[config.mk]
export PLATFORM = sky130hd
export DESIGN_NAME = jpeg_bit_packer_byte_stuffing_core
export DESIGN_NICKNAME = d
export VERILOG_FILES = /design/src/rtl/jbp_pkg.sv /design/src/rtl/jbp_front.sv /design/src/rtl/jbp_queue.sv /design/src/rtl/jbp_back.sv /design/src/rtl/jpeg_bit_packer_byte_stuffing_core.sv
export VERILOG_INCLUDE_DIRS = /design/src /design/src/rtl
export SDC_FILE = /design/constraint.sdc
export NUM_CORES = 1
export LEC_CHECK = 0
export BUFFER_PORTS_ARGS = -buffer_cell sky130_fd_sc_hd__buf_2
export CAP_MARGIN = 20
export CELL_PAD_IN_SITES_DETAIL_PLACEMENT = 0
export CELL_PAD_IN_SITES_GLOBAL_PLACEMENT = 1
export CORE_MARGIN = 5
export CORE_UTILIZATION = 40
export DETAILED_ROUTE_END_ITERATION = 6
export PLACE_DENSITY_LB_ADDON = 0.05
export SLEW_MARGIN = 10
export SYNTH_ARGS = -nofsm -noshare
export SYNTH_HDL_FRONTEND = slang
export SYNTH_HIERARCHICAL = 1
export SYNTH_SLANG_ARGS = --single-unit
[constraint.sdc]
create_clock -name clk -period 4.25 [get_ports clk]
set_input_delay 0.425 -clock clk [delete_from_list [all_inputs] [get_ports clk]]
set_output_delay 0.425 -clock clk [all_outputs]
set_load 0.005 [all_outputs]
[src/rtl/assert_macros.svh]
// Assertion helpers shared by the bit packer RTL.
// Every macro expects clk and the active-low rst_n in the enclosing module.
`ifndef ASSERT_MACROS_SVH
`define ASSERT_MACROS_SVH

// Property checked at every edge outside reset
`define JBP_ASSERT(lbl, prop, msg) \
  lbl: assert property (@(posedge clk) disable iff (!rst_n) (prop)) else $error(msg);

// Antecedent at one edge implies consequent at the next edge
`define JBP_ASSERT_NEXT(lbl, ante, cons, msg) \
  lbl: assert property (@(posedge clk) disable iff (!rst_n) (ante) |=> (cons)) else $error(msg);

`endif

[src/rtl/jbp_pkg.sv]
// Package for the entropy bit packer: payload structs and fixed constants.
// No dependencies; used by every RTL module of the block.
package jbp_pkg;

  localparam int CODE_VAL_W = 16;
  localparam int CODE_LEN_W = 5;
  localparam int BYTE_BITS  = 8;
  localparam int PEND_W     = 7;
  localparam int CNT_W      = 3;

  localparam logic [BYTE_BITS-1:0] STUFF_MARK = 8'hFF;
  localparam logic [BYTE_BITS-1:0] STUFF_FILL = 8'h00;

  // Input request: one variable-length code
  typedef struct packed {
    logic [CODE_VAL_W-1:0] code_value;
    logic [CODE_LEN_W-1:0] code_length;
  } jbp_in_t;

  // Output request: one stream byte
  typedef struct packed {
    logic [BYTE_BITS-1:0] out_byte;
    logic                 last_of_run;
  } jbp_out_t;

endpackage

[src/rtl/jbp_front.sv]
// Front end: accepts codes, merges them with the pending bits and splits
// complete bytes off into a descriptor. Depends on jbp_pkg.
module jbp_front #(
  parameter int MAX_CODE_BITS = 16,
  parameter int MAX_BYTES     = (MAX_CODE_BITS + 7) / 8,
  parameter int NBW           = $clog2(MAX_BYTES + 1)
) (
  input  logic                           clk,
  input  logic                           rst_n,
  input  logic                           in_valid,
  output logic                           in_stall,
  input  jbp_pkg::jbp_in_t               in_data,
  input  logic                           q_full,
  output logic                           push,
  output logic [MAX_BYTES-1:0][7:0]      push_bytes,
  output logic [NBW-1:0]                 push_nb
);
  import jbp_pkg::*;

  localparam int WBITS = PEND_W + MAX_CODE_BITS;
  localparam int TW    = $clog2(WBITS + 1);
  localparam int CW    = (TW > CODE_LEN_W) ? TW : CODE_LEN_W;
  localparam int BSH   = $clog2(BYTE_BITS);

  logic [PEND_W-1:0]           pend_bits_r, pend_bits_nxt;
  logic [CNT_W-1:0]            pend_cnt_r, pend_cnt_nxt;
  logic                        accept;
  logic [CW-1:0]               len_c, len_sat, tot, lsh;
  logic [WBITS+CODE_VAL_W-1:0] val_ext;
  logic [WBITS-1:0]            val_w, mask_w, acc_w, aln_w;

  assign in_stall = q_full;
  assign accept   = in_valid && !q_full;

  // Merge pending bits with the new code and left-align the valid bits
  always_comb begin
    len_c   = CW'(in_data.code_length);
    len_sat = (len_c > CW'(MAX_CODE_BITS)) ? CW'(MAX_CODE_BITS) : len_c;
    tot     = len_sat + CW'(pend_cnt_r);
    val_ext = {{WBITS{1'b0}}, in_data.code_value};
    val_w   = val_ext[WBITS-1:0];
    mask_w  = ~({WBITS{1'b1}} << len_sat);
    acc_w   = (WBITS'(pend_bits_r) << len_sat) | (val_w & mask_w);
    // stale pending bits above the count fall off the top here
    lsh     = CW'(WBITS) - tot;
    aln_w   = acc_w << lsh;
    for (int k = 0; k < MAX_BYTES; k++) begin
      push_bytes[k] = aln_w[WBITS-1-BYTE_BITS*k -: BYTE_BITS];
    end
    push_nb       = NBW'(tot >> BSH);
    pend_bits_nxt = acc_w[PEND_W-1:0];
    pend_cnt_nxt  = tot[CNT_W-1:0];
  end

  // Only items that complete at least one byte go to the queue
  assign push = accept && (push_nb != '0);

  // Leftover bits
  always_ff @(posedge clk) begin
    if (!rst_n) begin
      pend_bits_r <= '0;
      pend_cnt_r  <= '0;
    end else if (accept) begin
      pend_bits_r <= pend_bits_nxt;
      pend_cnt_r  <= pend_cnt_nxt;
    end
  end

endmodule

[src/rtl/jbp_queue.sv]
// Two-entry descriptor queue between the front and back ends.
// Depends on jbp_pkg and assert_macros.svh.
`include "assert_macros.svh"
module jbp_queue #(
  parameter int MAX_BYTES = 2,
  parameter int NBW       = 2
) (
  input  logic                      clk,
  input  logic                      rst_n,
  input  logic                      push,
  input  logic [MAX_BYTES-1:0][7:0] push_bytes,
  input  logic [NBW-1:0]            push_nb,
  output logic                      full,
  input  logic                      pop,
  output logic                      head_valid,
  output logic [MAX_BYTES-1:0][7:0] head_bytes,
  output logic [NBW-1:0]            head_nb
);
  import jbp_pkg::*;

  localparam logic [1:0] DEPTH = 2'd2;

  logic [MAX_BYTES-1:0][7:0] bytes_r [2];
  logic [NBW-1:0]            nb_r [2];
  logic                      wr_ptr_r, wr_ptr_nxt;
  logic                      rd_ptr_r, rd_ptr_nxt;
  logic [1:0]                cnt_r, cnt_nxt;

  assign full       = (cnt_r == DEPTH);
  assign head_valid = (cnt_r != 2'd0);
  assign head_bytes = bytes_r[rd_ptr_r];
  assign head_nb    = nb_r[rd_ptr_r];

  // Pointer and fill update
  always_comb begin
    wr_ptr_nxt = push ? ~wr_ptr_r : wr_ptr_r;
    rd_ptr_nxt = pop ? ~rd_ptr_r : rd_ptr_r;
    cnt_nxt    = cnt_r + {1'b0, push} - {1'b0, pop};
  end

  always_ff @(posedge clk) begin
    if (!rst_n) begin
      wr_ptr_r <= 1'b0;
      rd_ptr_r <= 1'b0;
      cnt_r    <= 2'd0;
    end else begin
      wr_ptr_r <= wr_ptr_nxt;
      rd_ptr_r <= rd_ptr_nxt;
      cnt_r    <= cnt_nxt;
    end
  end

  // Entry storage
  always_ff @(posedge clk) begin
    if (push) begin
      bytes_r[wr_ptr_r] <= push_bytes;
      nb_r[wr_ptr_r]    <= push_nb;
    end
  end

  `JBP_ASSERT(a_no_push_full, !(push && full), "descriptor pushed into full queue")
  `JBP_ASSERT(a_no_pop_empty, !(pop && !head_valid), "descriptor popped from empty queue")

endmodule

[src/rtl/jbp_back.sv]
// Back end: walks the bytes of the head descriptor, inserts the stuffing
// zero after each 0xFF and drives the output register. Depends on jbp_pkg and assert_macros.svh.
`include "assert_macros.svh"
module jbp_back #(
  parameter int MAX_BYTES = 2,
  parameter int NBW       = 2
) (
  input  logic                      clk,
  input  logic                      rst_n,
  input  logic                      head_valid,
  input  logic [MAX_BYTES-1:0][7:0] head_bytes,
  input  logic [NBW-1:0]            head_nb,
  output logic                      pop,
  output logic                      out_valid,
  input  logic                      out_stall,
  output jbp_pkg::jbp_out_t         out_data
);
  import jbp_pkg::*;

  localparam int IW = (MAX_BYTES > 1) ? $clog2(MAX_BYTES) : 1;

  logic [IW-1:0]        idx_r, idx_nxt;
  logic                 stuff_r, stuff_nxt;
  logic                 out_valid_r, out_valid_nxt;
  jbp_out_t             out_data_r, out_data_nxt;
  logic                 load, finish, is_last;
  logic [BYTE_BITS-1:0] cur_byte;

  assign out_valid = out_valid_r;
  assign out_data  = out_data_r;

  // One byte per cycle into the output register while a descriptor is waiting and the output is not stalled
  always_comb begin
    cur_byte      = head_bytes[idx_r];
    is_last       = ((NBW'(idx_r) + NBW'(1)) == head_nb);
    load          = head_valid && (!out_valid_r || !out_stall);
    out_valid_nxt = out_valid_r && out_stall;
    out_data_nxt  = out_data_r;
    idx_nxt       = idx_r;
    stuff_nxt     = stuff_r;
    pop           = 1'b0;
    finish        = 1'b0;
    if (load) begin
      out_valid_nxt = 1'b1;
      if (stuff_r) begin
        out_data_nxt.out_byte = STUFF_FILL;
        stuff_nxt             = 1'b0;
        finish                = 1'b1;
      end else begin
        out_data_nxt.out_byte = cur_byte;
        if (cur_byte == STUFF_MARK) begin
          stuff_nxt = 1'b1;
        end else begin
          finish = 1'b1;
        end
      end
      out_data_nxt.last_of_run = finish && is_last;
      // byte fully sent: advance or retire the descriptor
      if (finish) begin
        if (is_last) begin
          pop     = 1'b1;
          idx_nxt = '0;
        end else begin
          idx_nxt = idx_r + IW'(1);
        end
      end
    end
  end

  always_ff @(posedge clk) begin
    if (!rst_n) begin
      idx_r       <= '0;
      stuff_r     <= 1'b0;
      out_valid_r <= 1'b0;
    end else begin
      idx_r       <= idx_nxt;
      stuff_r     <= stuff_nxt;
      out_valid_r <= out_valid_nxt;
    end
  end

  // Payload register
  always_ff @(posedge clk) begin
    out_data_r <= out_data_nxt;
  end

  `JBP_ASSERT(a_ff_not_last, (out_valid_r && out_data_r.out_byte == STUFF_MARK) |-> !out_data_r.last_of_run, "0xFF marked as last byte")
  `JBP_ASSERT_NEXT(a_ff_then_fill, out_valid_r && !out_stall && out_data_r.out_byte == STUFF_MARK, out_valid_r && out_data_r.out_byte == STUFF_FILL, "0xFF not followed by stuffing zero")

endmodule

[src/rtl/jpeg_bit_packer_byte_stuffing_core.sv]
// Entropy bit packer with 0xFF/0x00 stuffing. A code can be taken every cycle;
// the bytes that it completes pass through the descriptor queue, then the output
// register. The back end sends one byte per cycle while out_stall is low, and an
// item yields 0 to 4 output bytes at 16-bit codes; the input stalls while both
// queue entries are waiting.
// Synchronous active-low reset clears pending bits, the queue and out_valid.
module jpeg_bit_packer_byte_stuffing_core #(
  parameter int MAX_CODE_BITS = 16
) (
  input  logic              clk,
  input  logic              rst_n,
  input  logic              in_valid,
  output logic              in_stall,
  input  jbp_pkg::jbp_in_t  in_data,
  output logic              out_valid,
  input  logic              out_stall,
  output jbp_pkg::jbp_out_t out_data
);
  import jbp_pkg::*;

  localparam int MAX_BYTES = (MAX_CODE_BITS + PEND_W) / BYTE_BITS;
  localparam int NBW       = $clog2(MAX_BYTES + 1);

  logic                      push, q_full, pop, head_valid;
  logic [MAX_BYTES-1:0][7:0] push_bytes, head_bytes;
  logic [NBW-1:0]            push_nb, head_nb;

  // Accept and split codes into bytes
  jbp_front #(
    .MAX_CODE_BITS (MAX_CODE_BITS),
    .MAX_BYTES     (MAX_BYTES),
    .NBW           (NBW)
  ) u_front (
    .clk        (clk),
    .rst_n      (rst_n),
    .in_valid   (in_valid),
    .in_stall   (in_stall),
    .in_data    (in_data),
    .q_full     (q_full),
    .push       (push),
    .push_bytes (push_bytes),
    .push_nb    (push_nb)
  );

  // Decoupling queue
  jbp_queue #(
    .MAX_BYTES (MAX_BYTES),
    .NBW       (NBW)
  ) u_queue (
    .clk        (clk),
    .rst_n      (rst_n),
    .push       (push),
    .push_bytes (push_bytes),
    .push_nb    (push_nb),
    .full       (q_full),
    .pop        (pop),
    .head_valid (head_valid),
    .head_bytes (head_bytes),
    .head_nb    (head_nb)
  );

  // Byte output with stuffing
  jbp_back #(
    .MAX_BYTES (MAX_BYTES),
    .NBW       (NBW)
  ) u_back (
    .clk        (clk),
    .rst_n      (rst_n),
    .head_valid (head_valid),
    .head_bytes (head_bytes),
    .head_nb    (head_nb),
    .pop        (pop),
    .out_valid  (out_valid),
    .out_stall  (out_stall),
    .out_data   (out_data)
  );

endmodule
==> results of run 1 <==
[power by group through the flow]
stage / sequential [W] / combinational (W) / clock (W)
detailed placement: 0.000948 / 0.00115 / 0
CTS: 0.000936 / 0.00115 / 0.000732
floorplan: 0.000895 / 0.000854 / 0
global route: 0.000949 / 0.00126 / 0.000755
global placement: 0.000945 / 0.00115 / 0
finish: 0.000935 / 0.00115 / 0.000708
[critical path, stage by stage]
cell and delay (ns):
buf_2 0.11, nand2b_1 0.20, inv_1 0.16, ha_1 0.21, inv_1 0.06, fa_1 0.40
xnor2_1 0.37, xor2_2 0.60, nand2_1 0.16, o32ai_1 0.37, a221oi_1 0.15, o21ai_1 0.17
o211ai_1 0.13
[state kept, by name, summed over array words and instances (netlist names), named ones only]
signal	count
u_back/idx_r	1
u_back/out_data	9
u_back/out_valid	1
u_back/stuff_r	1
u_front/pend_bits_r	7
u_front/pend_cnt_r	3
u_queue/bytes_r	32
u_queue/cnt_r	2
u_queue/nb_r	4
u_queue/rd_ptr_r	1
u_queue/wr_ptr_r	1
[worst min-delay path by stage]
| stage | startpoint | to | slack [ns] | cells past startpoint |
|---|---|---|---|---|
| detailed placement | u_front/pend_cnt_r[0] | u_front/pend_cnt_r[0] | 0.49 | 2 |
| floorplan | u_front/pend_cnt_r[0] | u_front/pend_cnt_r[0] | 0.45 | 2 |
| finish | out_stall | u_back/out_valid | 0.39 | 3 |
| global placement | u_front/pend_cnt_r[0] | u_front/pend_cnt_r[0] | 0.48 | 2 |
| CTS | out_stall | u_back/out_valid | 0.37 | 3 |
| global route | out_stall | u_back/out_valid | 0.41 | 3 |
[cells in the final DEF (no fill, tap or decap), types with 6 or more instances in the layout]
| master | netlist | final |
|---|---|---|
| nor2_1 | 39 | 39 |
| a211oi_1 | 9 | 9 |
| a32oi_1 | 8 | 8 |
| o21ai_0 | 34 | 34 |
| nand2_1 | 42 | 42 |
| nand3_1 | 26 | 26 |
| and2_1 | 10 | 10 |
| or3_1 | 6 | 6 |
| clkbuf_16 | 0 | 9 |
| mux2i_1 | 18 | 18 |
| mux2_4 | 11 | 11 |
| buf_4 | 3 | 25 |
| inv_1 | 19 | 19 |
| nor2b_1 | 16 | 16 |
| edfxtp_1 | 45 | 45 |
| dfxtp_1 | 18 | 18 |
| o21a_1 | 6 | 6 |
| mux2_2 | 17 | 17 |
| o22ai_1 | 7 | 7 |
| buf_2 | 8 | 35 |
| o211ai_1 | 24 | 24 |
| nor3b_1 | 6 | 6 |
| nor3_1 | 11 | 11 |
| a21oi_1 | 24 | 24 |
[area by class of cell]
class / instances / area (um^2) / area share (%)
Clock inverter: 4 / 46.3 / 0.812
Tap cell: 172 / 215 / 3.77
Clock buffer: 12 / 246 / 4.32
Timing Repair Buffer: 60 / 363 / 6.36
Sequential cell: 63 / 1710 / 30.0
Multi-Input combinational cell: 431 / 3050 / 53.4
Inverter: 20 / 75.1 / 1.32
[per-stage QoR]
step                power (W)  instances  hold slack, ns
global route          0.00297        762           0.413
floorplan             0.00175        565           0.448
detailed placement    0.00209        746           0.489
CTS                   0.00282        762           0.369
finish                0.00279        762           0.386
global placement      0.00209        746           0.484
[routing by layer]
layer / part of all wire, % / vias to the layer above
li1: - / 2217
met1: 41 / 2256
met2: 50 / 182
met3: 4.5 / 39
met4: 4.3 / 0
met5: 0 / -
[kinds of logic (layout without fill, tap and decap cells)]
| kind of cell | count (synthesis) | after routing | synth area share [%] |
|---|---|---|---|
| multiplexers | 50 | 50 | 12.4 |
| XOR/XNOR | 5 | 5 | 1.14 |
| flip-flops | 63 | 63 | 33.8 |
| AND/OR/NAND/NOR | 188 | 188 | 19.0 |
| adder cells (fa/ha/maj) | 6 | 6 | 1.63 |
| buffers and inverters | 71 | 96 | 6.46 |
| AO/OA/AOI/OAI | 182 | 182 | 25.7 |
==> metrics.txt, run 1 <==
status=complete, no violations; clock share of power=25.3%; fin util=45.6%; busiest layer in global routing=met2; yosys warns=6; Sw Share=35.9%; worst min-delay path class=in2reg; all-layer global routing usage=22.7%; Root Driver=clkbuf_16; antenna cells=0; R2R depth=7; CTS sink cnt=63; DRC Markers=0; kind of critical path=in2reg; vias in the first global route=4505; Seq pwr share=33.5%; worst skew pair latency=0.32 ns; Reg clk slew, reported paths=0.05 ns; met2 usage=39.3%; final WL=16500 um; crit end category=flip-flop; Worst Path Required=4.29 ns; hpwl dp=12800 um; TritonCTS clock tree=built; initial DRC count=455; launching point of the worst reg2reg path=u_front/pend_bits_r[5]; average cell area after synthesis=8.98 um^2; TNS Setup=0 ns; Filler Cell Count=1239; dpl ws=0.476 ns; final net count=616; pin count of the biggest net entering global routing=34; Synth top area share=26.6%; CTS H-tree depth=3; Final setup viols=0; skew final=0.00872 ns; synthesis-to-finish area growth=12.5%; grt ovf=0; area of the mapped netlist=5070 um^2; P_int=0.00179 W; asr flop ratio synth=0%; share of layout cells above drive strength 1=20.8%; Final WS setup=0.752 ns; cts bufs inserted=9; die area=15000 um^2; Post-DP Area=5410 um^2; PD cells=490 nW/um^2; Core Region=12500 um^2; Slew headroom=41.2%; number of gates resized after CTS=0; Post-DRT Antenna Nets=0; detailed-route vias per instance=6.16; Slew @ Worst Pin=0.878 ns; Combinational Power Share=41.2%; die height=123 um; I/O Buffers=35; Synth Instances=565; CP Launch Type=input port; Worst Setup SP=in_data[4]; Yosys top cell by area=edfxtp_1; Period minus WS final=3.50 ns; num rows=41; Final Max Slew Viols=0; max-cap violations=0; synth top area cells=edfxtp_1, dfxtp_1, mux2_2, mux2i_1, o211ai_1; Yosys cell types=79; Final Hold Vio Count=0; CTS max path bufs=2; register area share after synthesis=33.8%; routability-driven placement congestion ratio=0.918; GRT met3 Usage=3.13%; Fmax=0.286 GHz; cell with the most instances after synthesis=edfxtp_1; GR Util met1=27.7%; Synth top cells by count=edfxtp_1, nand2_1, nor2_1; Syn Nets=596; RSZ-0062 raised after global routing=no; flop and latch count out of synthesis=63; Worst VDD drop=176 uV; Detailed Routing Iterations Pass 1=5; Die W=123 um; Wirelength per Cell=21.6 um; R2R setup slack=0.93 ns; CP max FO=14; cts hold-fix bufs=0; final worst path period share=82.3%; leakage=2.13 nW; first-pass GRT wire length=25900 um; reg2reg end=u_queue/bytes_r[0][3]; vias=4694; Sw Pwr=0.00100 W; number of enable flip-flop cells after synthesis=45; Critical Path End=u_queue/bytes_r[0][5]; design area=5700 um^2; Synth Flop Type=edfxtp_1; num ports=36; initial core utilization=40.5%; Post-CTS Setup Repair Bufs=0; crit path DAT=3.54 ns; initial antenna violation count=0
Note: power is estimated with default switching activity, not from simulation.
==> run 2, diff against run 1 <==
==> constraint.sdc (replaced) <==
create_clock -name clk -period 2.95 [get_ports clk]
set_input_delay 0.295 -clock clk [delete_from_list [all_inputs] [get_ports clk]]
set_output_delay 0.295 -clock clk [all_outputs]
set_load 0.005 [all_outputs]
==> run 2 against run 1 <==
First-iteration DRC count grew 29%. Critical endpoint is now u_queue/bytes_r[0][12]. Critical path type is now reg2reg. Largest power group unchanged. Register-to-register slack worse by 0.84 ns. Worst hold slack worse by 0.13 ns. Routed wire length up 8.4%. Highest routed layer unchanged. Cell count increased by 12%. Clock-buffer cell count grew 2. Worst setup slack worse by 0.66 ns.
==> metrics.txt, run 2 (same netlist as run 1, synthesis figures left out) <==
Reg clk slew, reported paths=0.05 ns; max-cap violations=0; P_int=0.00293 W; kind of critical path=reg2reg; num ports=36; CP Launch Type=flip-flop; skew final=0.0110 ns; number of gates resized after CTS=0; Final WS setup=0.0937 ns; die height=123 um; vias in the first global route=4987; most common cell after layout, fill and taps aside=buf_4; vias=5160; initial core utilization=40.5%; Final Max Slew Viols=0; cts hold-fix bufs=0; CTS H-tree depth=3; leakage=2.67 nW; Final setup viols=0; PD cells=676 nW/um^2; Worst Path Required=2.99 ns; initial antenna violation count=0; met2 usage=39.8%; GRT met3 Usage=3.55%; Sw Pwr=0.00157 W; status=complete, no violations; TritonCTS clock tree=built; Post-DRT Antenna Nets=0; crit path DAT=2.89 ns; final worst path period share=96.8%; Period minus WS final=2.86 ns; area of the multi-input gates=3140 um^2; Root Driver=clkbuf_16; Core Region=12500 um^2; Filler Cell Count=1171; Reg area=1710 um^2; share of layout cells above drive strength 1=34.5%; DRC Markers=0; Detailed Routing Iterations Pass 1=5; synthesis-to-finish area growth=31.1%; detailed-route vias per instance=6.03; Final Hold Vio Count=0; I/O Buffers=35; Die W=123 um; worst min-delay path class=in2reg; register name with the most flops=u_queue/bytes_r; cts bufs inserted=9; Fmax=0.350 GHz; Seq pwr share=29.0%; antenna cells=0; Sw Share=34.9%; total power=0.00449 W; final WL=17900 um; hpwl dp=14100 um; initial DRC count=586; die area=15000 um^2; fin util=53.1%; routability-driven placement congestion ratio=1.02; dpl ws=-0.251 ns; grt ovf=0; CTS max path bufs=2; Post-CTS Setup Repair Bufs=0; worst skew pair latency=0.32 ns; pin count of the biggest net entering global routing=31; max reg flops=32; Slew headroom=29.8%; Wirelength per Cell=20.9 um; GR Util met1=31.8%; final net count=710; crit end category=flip-flop; first-pass GRT wire length=28300 um; Slew @ Worst Pin=1.05 ns; Worst VDD drop=295 uV; CTS sink cnt=63; clock share of power=24.6%; CP max FO=4; Combinational Power Share=46.4%; busiest layer in global routing=met2; R2R setup slack=0.09 ns; num rows=41; all-layer global routing usage=24.6%; most frequent cells in the layout=buf_4, edfxtp_1, nand2_1
run 2: per-layer routing:
| layer | vias up | share of wire (%) | wire length, um |
|---|---|---|---|
| met1 | 2463 | 42 | 7490 |
| met5 | - | 0 | 0 |
| met3 | 46 | 5.9 | 1060 |
| li1 | 2410 | - | - |
| met4 | 0 | 4.7 | 842 |
| met2 | 241 | 47 | 8500 |
run 2: path summary, 6_finish.rpt:
check	cells past startpoint	start	to
setup / recovery	9	u_front/pend_cnt_r[0]	u_queue/bytes_r[0][12]
hold / removal	3	out_stall	u_back/out_valid
setup reg to reg	9	u_front/pend_cnt_r[0]	u_queue/bytes_r[0][12]
hold reg to reg	2	u_front/pend_cnt_r[0]	u_front/pend_cnt_r[0]
run 2: power groups by stage:
stage | Sequential, W | Clock (W) | Combinational [W]
5_1_grt | 0.00132 | 0.00117 | 0.00226
2_1_floorplan | 0.00129 | 0 | 0.00125
3_3_place_gp | 0.00132 | 0 | 0.00201
3_5_place_dp | 0.00132 | 0 | 0.00203
4_1_cts | 0.00130 | 0.00113 | 0.00204
6_report | 0.00130 | 0.00110 | 0.00208
run 2: area by class of cell:
cell class	instances	area share [%]
Timing Repair Buffer	154	17.6
Tap cell	172	3.24
Clock buffer	14	4.76
Clock inverter	2	0.226
Sequential cell	63	25.8
Multi-Input combinational cell	431	47.3
Inverter	20	1.13
run 2: critical path, cell delays in order, from the launching register on:
cell and delay [ns]:
dfxtp_1 0.36, ha_1 0.19, inv_1 0.07, fa_2 0.57, buf_4 0.12, nand3_1 0.16, o22a_1 0.32, mux2_2 0.30
o211ai_1 0.31, o32ai_1 0.18
run 2: metrics by stage:
step | TNS, ns | instances | hold WS, ns | instance area (um^2)
3_5_place_dp | -5.01 | 840 | 0.497 | 6250
6_report | 0 | 856 | 0.256 | 6650
5_1_grt | -0.0827 | 856 | 0.285 | 6650
2_1_floorplan | 0 | 565 | 0.413 | 5120
3_3_place_gp | -3.85 | 840 | 0.496 | 6250
4_1_cts | 0 | 856 | 0.243 | 6580
